### src/rtl/tksd_pkg.sv
// Package for the terminal key sequence decoder: key kind codes, byte codes,
// parser phase type, the result record and the table for tilde-ended CSI codes.
// Depends on nothing.
`timescale 1ns / 1ps

package tksd_pkg;

  // Key kind codes carried on the result.
  localparam logic [4:0] KIND_NONE   = 5'd0;
  localparam logic [4:0] KIND_CHAR   = 5'd1;
  localparam logic [4:0] KIND_TAB    = 5'd2;
  localparam logic [4:0] KIND_ENTER  = 5'd3;
  localparam logic [4:0] KIND_SPACE  = 5'd4;
  localparam logic [4:0] KIND_BKSP   = 5'd5;
  localparam logic [4:0] KIND_UP     = 5'd6;
  localparam logic [4:0] KIND_DOWN   = 5'd7;
  localparam logic [4:0] KIND_RIGHT  = 5'd8;
  localparam logic [4:0] KIND_LEFT   = 5'd9;
  localparam logic [4:0] KIND_END    = 5'd10;
  localparam logic [4:0] KIND_HOME   = 5'd11;
  localparam logic [4:0] KIND_INS    = 5'd12;
  localparam logic [4:0] KIND_DEL    = 5'd13;
  localparam logic [4:0] KIND_PGUP   = 5'd14;
  localparam logic [4:0] KIND_PGDN   = 5'd15;
  localparam logic [4:0] KIND_F0     = 5'd16;
  localparam logic [4:0] KIND_F1     = 5'd17;
  localparam logic [4:0] KIND_F2     = 5'd18;
  localparam logic [4:0] KIND_F3     = 5'd19;
  localparam logic [4:0] KIND_F4     = 5'd20;
  localparam logic [4:0] KIND_F5     = 5'd21;
  localparam logic [4:0] KIND_F6     = 5'd22;
  localparam logic [4:0] KIND_F7     = 5'd23;
  localparam logic [4:0] KIND_F8     = 5'd24;
  localparam logic [4:0] KIND_F9     = 5'd25;
  localparam logic [4:0] KIND_F10    = 5'd26;
  localparam logic [4:0] KIND_F11    = 5'd27;
  localparam logic [4:0] KIND_F12    = 5'd28;

  // Bit positions in the gathered modifier set.
  localparam int MOD_SHIFT_BIT = 0;
  localparam int MOD_ALT_BIT   = 1;
  localparam int MOD_CTRL_BIT  = 2;

  // Byte codes the parser looks for.
  localparam logic [7:0] BYTE_NUL      = 8'h00;
  localparam logic [7:0] BYTE_TAB      = 8'h09;
  localparam logic [7:0] BYTE_CR       = 8'h0D;
  localparam logic [7:0] BYTE_ESC      = 8'h1B;
  localparam logic [7:0] BYTE_SPACE    = 8'h20;
  localparam logic [7:0] BYTE_DIGIT_0  = 8'h30;
  localparam logic [7:0] BYTE_DIGIT_9  = 8'h39;
  localparam logic [7:0] BYTE_SEMI     = 8'h3B;
  localparam logic [7:0] BYTE_UPPER_A  = 8'h41;
  localparam logic [7:0] BYTE_UPPER_B  = 8'h42;
  localparam logic [7:0] BYTE_UPPER_C  = 8'h43;
  localparam logic [7:0] BYTE_UPPER_D  = 8'h44;
  localparam logic [7:0] BYTE_UPPER_F  = 8'h46;
  localparam logic [7:0] BYTE_UPPER_H  = 8'h48;
  localparam logic [7:0] BYTE_UPPER_O  = 8'h4F;
  localparam logic [7:0] BYTE_UPPER_P  = 8'h50;
  localparam logic [7:0] BYTE_UPPER_Q  = 8'h51;
  localparam logic [7:0] BYTE_UPPER_R  = 8'h52;
  localparam logic [7:0] BYTE_UPPER_S  = 8'h53;
  localparam logic [7:0] BYTE_UPPER_Z  = 8'h5A;
  localparam logic [7:0] BYTE_LBRACKET = 8'h5B;
  localparam logic [7:0] BYTE_LOWER_A  = 8'h61;
  localparam logic [7:0] BYTE_LOWER_Z  = 8'h7A;
  localparam logic [7:0] BYTE_TILDE    = 8'h7E;
  localparam logic [7:0] BYTE_DEL      = 8'h7F;

  // Offsets: control bytes are shown as letters, lower case folds to upper.
  localparam logic [7:0] CTRL_OFFSET  = 8'd64;
  localparam logic [7:0] CASE_OFFSET  = 8'd32;
  localparam logic [7:0] CTRL_LIMIT   = 8'd27;
  localparam logic [7:0] CODE_SAT     = 8'd255;
  localparam logic [7:0] TILDE_LIMIT  = 8'd25;

  typedef enum logic [4:0] {
    PH_IDLE    = 5'b00001,
    PH_ESC     = 5'b00010,
    PH_CSI     = 5'b00100,
    PH_CSI_MOD = 5'b01000,
    PH_SS3     = 5'b10000
  } phase_t;

  typedef struct packed {
    logic [4:0] key_kind;
    logic [7:0] char_value;
    logic [2:0] mods;
    logic [7:0] dispatch_byte;
  } result_t;

  // Key named by a CSI sequence ended with a tilde; code is 1 to 24.
  function automatic logic [4:0] tilde_kind(input logic [4:0] code);
    logic [4:0] kind;
    case (code)
      5'd1:    kind = KIND_HOME;
      5'd2:    kind = KIND_INS;
      5'd3:    kind = KIND_DEL;
      5'd4:    kind = KIND_END;
      5'd5:    kind = KIND_PGUP;
      5'd6:    kind = KIND_PGDN;
      5'd7:    kind = KIND_HOME;
      5'd8:    kind = KIND_END;
      5'd10:   kind = KIND_F0;
      5'd11:   kind = KIND_F1;
      5'd12:   kind = KIND_F2;
      5'd13:   kind = KIND_F3;
      5'd14:   kind = KIND_F4;
      5'd15:   kind = KIND_F5;
      5'd17:   kind = KIND_F6;
      5'd18:   kind = KIND_F7;
      5'd19:   kind = KIND_F8;
      5'd20:   kind = KIND_F9;
      5'd21:   kind = KIND_F10;
      5'd23:   kind = KIND_F11;
      5'd24:   kind = KIND_F12;
      default: kind = KIND_NONE;
    endcase
    return kind;
  endfunction

endpackage

### src/rtl/terminal_key_sequence_decoder.sv
// Top level of the terminal key sequence decoder: parser state, one-pass
// decode logic and the output register. Depends on tksd_pkg.
`timescale 1ns / 1ps

// Takes one terminal byte per item and returns at most one decoded key per
// byte: plain characters, ESC-prefixed alt keys, CSI letter and tilde forms
// with ';' modifier bytes, and SS3 F1 to F4. Each byte is decoded combinationally
// between the parser state and a one-deep output register, so a byte is
// accepted in every cycle as long as the output register is empty or being
// taken in that cycle. A result appears on the output in the cycle after the
// byte that completes it. Bytes that only advance a sequence produce no item.
module terminal_key_sequence_decoder (
  input  logic        clk,
  input  logic        rst,
  input  logic        s_axis_tvalid,
  output logic        s_axis_tready,
  input  logic [7:0]  s_axis_tdata,   // [7:0] in_byte
  output logic        m_axis_tvalid,
  input  logic        m_axis_tready,
  // [7:0] char_value, [8] shift_flag, [9] ctrl_flag, [10] alt_flag,
  // [18:11] dispatch_byte, [23:19] zero
  output logic [23:0] m_axis_tdata,
  output logic [4:0]  m_axis_tuser    // [4:0] key_kind
);

  tksd_pkg::phase_t  phase, phase_next;
  logic [7:0]        acc, acc_next;
  logic [2:0]        mods, mods_next;
  logic              out_valid;
  tksd_pkg::result_t out_res;

  logic              in_acc;
  logic              emit;
  tksd_pkg::result_t res;
  logic [7:0]        b;
  logic [11:0]       acc_sum;

  assign b             = s_axis_tdata;
  assign s_axis_tready = !out_valid || m_axis_tready;
  assign in_acc        = s_axis_tvalid && s_axis_tready;

  function automatic tksd_pkg::result_t plain_key(input logic [7:0] byt,
                                                  input logic [2:0] pre);
    tksd_pkg::result_t r;
    r.key_kind      = tksd_pkg::KIND_CHAR;
    r.char_value    = 8'd0;
    r.mods          = pre;
    r.dispatch_byte = byt;
    if (byt == tksd_pkg::BYTE_TAB) begin
      r.key_kind = tksd_pkg::KIND_TAB;
    end else if (byt == tksd_pkg::BYTE_CR) begin
      r.key_kind = tksd_pkg::KIND_ENTER;
    end else if (byt == tksd_pkg::BYTE_SPACE) begin
      r.key_kind = tksd_pkg::KIND_SPACE;
    end else if (byt == tksd_pkg::BYTE_DEL) begin
      r.key_kind = tksd_pkg::KIND_BKSP;
    end else if (byt < tksd_pkg::CTRL_LIMIT) begin
      r.mods[tksd_pkg::MOD_CTRL_BIT] = 1'b1;
      r.char_value = byt + tksd_pkg::CTRL_OFFSET;
    end else if (byt inside {[tksd_pkg::BYTE_UPPER_A:tksd_pkg::BYTE_UPPER_Z]}) begin
      r.mods[tksd_pkg::MOD_SHIFT_BIT] = 1'b1;
      r.char_value = byt;
    end else if (byt inside {[tksd_pkg::BYTE_LOWER_A:tksd_pkg::BYTE_LOWER_Z]}) begin
      r.char_value = byt - tksd_pkg::CASE_OFFSET;
    end else begin
      r.char_value = byt;
    end
    return r;
  endfunction

  // Decimal code times ten plus the new digit, in a width that cannot overflow.
  assign acc_sum = {1'b0, acc, 3'b000} + {3'b000, acc, 1'b0} + {8'h00, b[3:0]};

  always_comb begin
    phase_next = phase;
    acc_next   = acc;
    mods_next  = mods;
    emit       = 1'b0;
    res        = '0;
    case (phase)
      tksd_pkg::PH_IDLE: begin
        if (b == tksd_pkg::BYTE_ESC) begin
          phase_next = tksd_pkg::PH_ESC;
        end else if (b != tksd_pkg::BYTE_NUL) begin
          emit = 1'b1;
          res  = plain_key(b, 3'b000);
        end
      end
      tksd_pkg::PH_ESC: begin
        acc_next  = 8'd0;
        mods_next = 3'b000;
        if (b == tksd_pkg::BYTE_NUL) begin
          phase_next = tksd_pkg::PH_IDLE;
        end else if (b == tksd_pkg::BYTE_LBRACKET) begin
          phase_next = tksd_pkg::PH_CSI;
        end else if (b == tksd_pkg::BYTE_UPPER_O) begin
          phase_next = tksd_pkg::PH_SS3;
        end else begin
          phase_next = tksd_pkg::PH_IDLE;
          emit       = 1'b1;
          res        = plain_key(b, 3'b010);
        end
      end
      tksd_pkg::PH_CSI: begin
        res.dispatch_byte = tksd_pkg::BYTE_LBRACKET;
        res.mods          = mods;
        res.key_kind      = tksd_pkg::KIND_NONE;
        if (b == tksd_pkg::BYTE_NUL) begin
          emit = 1'b1;
        end else if (b inside {[tksd_pkg::BYTE_UPPER_A:tksd_pkg::BYTE_UPPER_Z]}) begin
          emit = 1'b1;
          case (b)
            tksd_pkg::BYTE_UPPER_A: res.key_kind = tksd_pkg::KIND_UP;
            tksd_pkg::BYTE_UPPER_B: res.key_kind = tksd_pkg::KIND_DOWN;
            tksd_pkg::BYTE_UPPER_C: res.key_kind = tksd_pkg::KIND_RIGHT;
            tksd_pkg::BYTE_UPPER_D: res.key_kind = tksd_pkg::KIND_LEFT;
            tksd_pkg::BYTE_UPPER_F: res.key_kind = tksd_pkg::KIND_END;
            tksd_pkg::BYTE_UPPER_H: res.key_kind = tksd_pkg::KIND_HOME;
            tksd_pkg::BYTE_UPPER_Z: begin
              res.key_kind = tksd_pkg::KIND_TAB;
              res.mods[tksd_pkg::MOD_SHIFT_BIT] = 1'b1;
            end
            default: res.key_kind = tksd_pkg::KIND_NONE;
          endcase
        end else if (b inside {[tksd_pkg::BYTE_DIGIT_0:tksd_pkg::BYTE_DIGIT_9]}) begin
          acc_next = (acc_sum > {4'h0, tksd_pkg::CODE_SAT}) ? tksd_pkg::CODE_SAT
                                                             : acc_sum[7:0];
        end else if (b == tksd_pkg::BYTE_SEMI) begin
          phase_next = tksd_pkg::PH_CSI_MOD;
        end else if (b == tksd_pkg::BYTE_TILDE && acc != 8'd0
                     && acc < tksd_pkg::TILDE_LIMIT) begin
          emit         = 1'b1;
          res.key_kind = tksd_pkg::tilde_kind(acc[4:0]);
        end
        if (emit) begin
          phase_next = tksd_pkg::PH_IDLE;
          acc_next   = 8'd0;
          mods_next  = 3'b000;
        end
      end
      tksd_pkg::PH_CSI_MOD: begin
        // A modifier byte carries its value plus one; a zero byte adds nothing.
        if (b != tksd_pkg::BYTE_NUL) begin
          mods_next = mods | (b[2:0] - 3'd1);
        end
        phase_next = tksd_pkg::PH_CSI;
      end
      tksd_pkg::PH_SS3: begin
        if (b inside {[tksd_pkg::BYTE_DIGIT_0:tksd_pkg::BYTE_DIGIT_9]}) begin
          mods_next = mods | (b[2:0] - 3'd1);
        end else begin
          emit              = 1'b1;
          res.dispatch_byte = tksd_pkg::BYTE_UPPER_O;
          res.mods          = mods;
          case (b)
            tksd_pkg::BYTE_UPPER_P: res.key_kind = tksd_pkg::KIND_F1;
            tksd_pkg::BYTE_UPPER_Q: res.key_kind = tksd_pkg::KIND_F2;
            tksd_pkg::BYTE_UPPER_R: res.key_kind = tksd_pkg::KIND_F3;
            tksd_pkg::BYTE_UPPER_S: res.key_kind = tksd_pkg::KIND_F4;
            default:                res.key_kind = tksd_pkg::KIND_NONE;
          endcase
          phase_next = tksd_pkg::PH_IDLE;
          acc_next   = 8'd0;
          mods_next  = 3'b000;
        end
      end
      default: begin
        phase_next = tksd_pkg::PH_IDLE;
        acc_next   = 8'd0;
        mods_next  = 3'b000;
      end
    endcase
  end

  always_ff @(posedge clk) begin
    if (rst) begin
      phase     <= tksd_pkg::PH_IDLE;
      acc       <= 8'd0;
      mods      <= 3'b000;
      out_valid <= 1'b0;
    end else begin
      if (in_acc) begin
        phase     <= phase_next;
        acc       <= acc_next;
        mods      <= mods_next;
        out_valid <= emit;
      end else if (m_axis_tready) begin
        out_valid <= 1'b0;
      end
    end
  end

  always_ff @(posedge clk) begin
    if (in_acc && emit) begin
      out_res <= res;
    end
  end

  assign m_axis_tvalid = out_valid;
  assign m_axis_tuser  = out_res.key_kind;
  assign m_axis_tdata  = {5'b00000, out_res.dispatch_byte,
                          out_res.mods[tksd_pkg::MOD_ALT_BIT],
                          out_res.mods[tksd_pkg::MOD_CTRL_BIT],
                          out_res.mods[tksd_pkg::MOD_SHIFT_BIT],
                          out_res.char_value};

  // A zero byte while idle must leave the output empty.
  assert property (@(posedge clk) disable iff (rst)
    in_acc && phase == tksd_pkg::PH_IDLE && s_axis_tdata == tksd_pkg::BYTE_NUL
    |=> !m_axis_tvalid)
    else $error("result produced for a zero byte while idle");

  // The modifier byte phase is only ever entered from the CSI phase, and it
  // holds while no byte arrives.
  assert property (@(posedge clk) disable iff (rst)
    phase == tksd_pkg::PH_CSI_MOD
    |-> $past(phase) == tksd_pkg::PH_CSI || $past(phase) == tksd_pkg::PH_CSI_MOD)
    else $error("modifier phase entered from outside CSI");

  // No code or modifier is left over once a sequence has closed.
  assert property (@(posedge clk) disable iff (rst)
    phase == tksd_pkg::PH_IDLE |-> acc == 8'd0 && mods == 3'b000)
    else $error("stale sequence state while idle");

  // A control character is always shown as an upper-case letter.
  assert property (@(posedge clk) disable iff (rst)
    m_axis_tvalid && m_axis_tuser == tksd_pkg::KIND_CHAR && m_axis_tdata[9]
    |-> m_axis_tdata[7:0] >= tksd_pkg::BYTE_UPPER_A
        && m_axis_tdata[7:0] <= tksd_pkg::BYTE_UPPER_Z)
    else $error("control character outside the letter range");

endmodule
### config.mk
export PLATFORM = sky130hd
export DESIGN_NAME = terminal_key_sequence_decoder
export DESIGN_NICKNAME = d
export VERILOG_FILES = /design/src/rtl/tksd_pkg.sv /design/src/rtl/terminal_key_sequence_decoder.sv
export SDC_FILE = /design/constraint.sdc
export NUM_CORES = 1
export LEC_CHECK = 0
export BUFFER_PORTS_ARGS = -buffer_cell sky130_fd_sc_hd__buf_2
export CORE_MARGIN = 10
export CORE_UTILIZATION = 29
export CTS_BUF_LIST = sky130_fd_sc_hd__clkbuf_4
export DETAILED_ROUTE_END_ITERATION = 8
export GPL_TIMING_DRIVEN = 0
export PLACE_DENSITY_LB_ADDON = 0.12
export SYNTH_ARGS = -nofsm -noshare
export SYNTH_HDL_FRONTEND = slang
export SYNTH_SLANG_ARGS = --single-unit
### constraint.sdc
create_clock -name clk -period 6.97 [get_ports clk]
set_input_delay 1.394 -clock clk [delete_from_list [all_inputs] [get_ports clk]]
set_output_delay 1.394 -clock clk [all_outputs]
set_load 0.1 [all_outputs]
==> flow_summary.toml <==
[routing]
wl_per_cell_um = 17.22
drc = 0
dr.pass1.iters = 5
drt_iter0_markers = 243
vias_per_cell = 5.438
antenna_left = 0
num_vias = 3312
wl_mm = 10.49

[place]
io_buffers = 35
hpwl_mm = 8.275
place_area_um2 = 3939
gp_congestion = 0.8931

[critical_path]
critPathLaunchType = "input port"
cp-end-kind = "flop"
critPathRequiredTime_ps = 7250
crit_path_max_fanout = 10
worstPathArrival_ps = 6450
crit_type = "input port to flop"

[floorplanning]
rows = 40
boundaryPins = 43
start_util_pct = 29.68
core-area_um2 = 12010
die_height_um = 130.9
dieArea_um2 = 17130
die_w_um = 130.9

[synthesis]
yosys_warnings = 0
synth_commonest_cells = "nand2_1, nor2_1, ha_1, o21ai_0"
synth-edff-count = 24
syn_area_um2 = 3565
synthSimpleGateAreaFrac_pct = 23.20
synth.avg_cell_area_um2 = 8.590
yosysTopAreaCellShare_pct = 20.22
async_flop_share_pct = 0
synth.largest_area_cell = "edfxtp_1"
synth_fa_ha_area_share_pct = 12.00
synth_xor_area_share_pct = 1.720
synth_top_family_by_area = "simple AND/OR/NAND/NOR gates"
yosys-top-cells-area = "edfxtp_1, dfxtp_1, ha_1"
synth.area.mux_share_pct = 1.966
yosys.cell_types.count = 70
synth-seq-cells = 46
synth_ff_type = "edfxtp_1"
synth_compound_gate_area_share_pct = 22.92
yosysMostFrequentCell = "nand2_1"
synthCells = 415
seq_area_frac_synth_pct = 32.57

[clock_network]
clk_pin_slew_ps = 160
numCtsBuffers = 5
htree_levels = 2
insertion_delay_ps = 370
root_buffer = "clkbuf_4"
post_cts_buffers = 0
cts_sinks = 46
postCtsHoldBufs = 0
cts_tree = "done"
postCtsResizedCells = 0
clk_path_buf_depth = 2

[timing]
tightestPinTransition_ps = 873.5
skew_ps = 21.34
fin_hold_ws_ps = 490.3
fin_crit_ps = 6164
rsz0062_at_grt = "no"
clock.fmax_mhz = 162.2
hold_viol = 0
tns_ps = 0
drv_slew = 0
post-route-period-util_pct = 88.44
setup_violations = 0
max_slew_margin_pct = 41.70

[cells_and_area]
fin_area_um2 = 4045
diodes = 0
drive_gt1_share_pct = 15.37
final_nets = 506
fill_cells = 1261
area_delta_synth_final_pct = 13.48

[grt]
grt_use_total_pct = 12.14
grt_start_max_net_pins = 25
grt_overflow = 0
grt_pass1_wl_mm = 16.82
antenna_found_initial = 0
grt_pass1_vias = 3302

[power_and_ir_drop]
p_leak_nw = 1.730
powerDensity_nw_per_um2 = 201.3
ir_drop_v = 0.00008189

[status]
outcome = "completed"

[run]
drv_cap = 0

[min_path]
hp-class = "flop to flop"
[layout by cell type, fill, tap and decap left out, drive strengths merged, types with 3 or more instances in the layout]
cell	n
or3	3
a31oi	6
nand4	3
ha	31
o211ai	9
dfxtp	22
o211a	3
a211oi	10
inv	24
o21bai	3
nand4b	4
edfxtp	24
nor4	6
clkbuf	11
o2111ai	3
or2	7
and3	4
o21a	5
mux2i	7
xnor2	6
nand2b	3
and2	8
o21ai	32
nand3	9
nand2	48
buf	48
nor2	38
o32ai	3
a22oi	5
conb	5
a311oi	3
nor3	9
a21oi	19
[power breakdown]
group          switching [mW]  internal [mW]
combinational           0.240         0.0442
clock                  0.0955          0.112
sequential            0.00592          0.316
total                   0.341          0.473
[stage by stage]
| step | cells | setup slack [ps] | total power [mW] | util [%] |
|---|---|---|---|---|
| final | 609 | 805.8 | 0.8143 | 33.68 |
| after detailed placement | 601 | 480.1 | 0.6149 | 32.79 |
| after global routing | 609 | 373.0 | 0.8478 | 33.68 |
| after CTS | 609 | 843.6 | 0.8240 | 33.68 |
| after floorplan | 419 | 1422 | 0.5654 | - |
| after global placement | 601 | 410.4 | 0.6140 | 32.79 |
[layout make-up]
type                       count  area (um2)  share of cell area [%]
multi-input combinational    330        2222                   54.93
sequential                    46        1161                   28.70
tap                          147       183.9                   4.547
timing repair buffer          35       175.2                   4.330
buffer                        19       106.4                   2.629
inverter                      24       90.09                   2.227
clock inverter                 3       68.82                   1.701
clock buffer                   5       37.54                  0.9279
[metal layers]
metal,global-route usage [%],wire [um]
met2,19.86,4880
met1,15.82,4842
met3,2.256,629
met4,3.728,134
met5,0,0
[worst max-delay path, stage by stage]
cell and delay (ps):
buf_2 170, clkbuf_1 430, inv_1 180, fa_1 590, inv_1 80, fa_1 460
a211oi_1 360, o21bai_1 140, a2111oi_0 390, o21ai_0 220, clkbuf_1 260, o211ai_1 210
nand2_1 160, nand2_1 200, ha_1 190, or3b_2 490, nor2_1 150, a221oi_1 110
a311oi_1 270
[cell families after synthesis]
family                     after synthesis
DFF                                     46
other                                    1
xor gates and xnor gates                 7
and+or+nand+nor                        158
adders and majority gates               33
buffers and inverters                   43
muxes                                    7
AOI/OAI and AO/OA                      120
[final timing paths]
path / start / to / slack [ps] / cells past startpoint
max: s_axis_tdata[3] / flop / 810 / 19
max reg2reg: acc[0] / flop / 2160 / 17
min: mods[2] / mods[2] / 490 / 1
min reg2reg: mods[2] / mods[2] / 490 / 1
(Power assumes the default switching activity.)
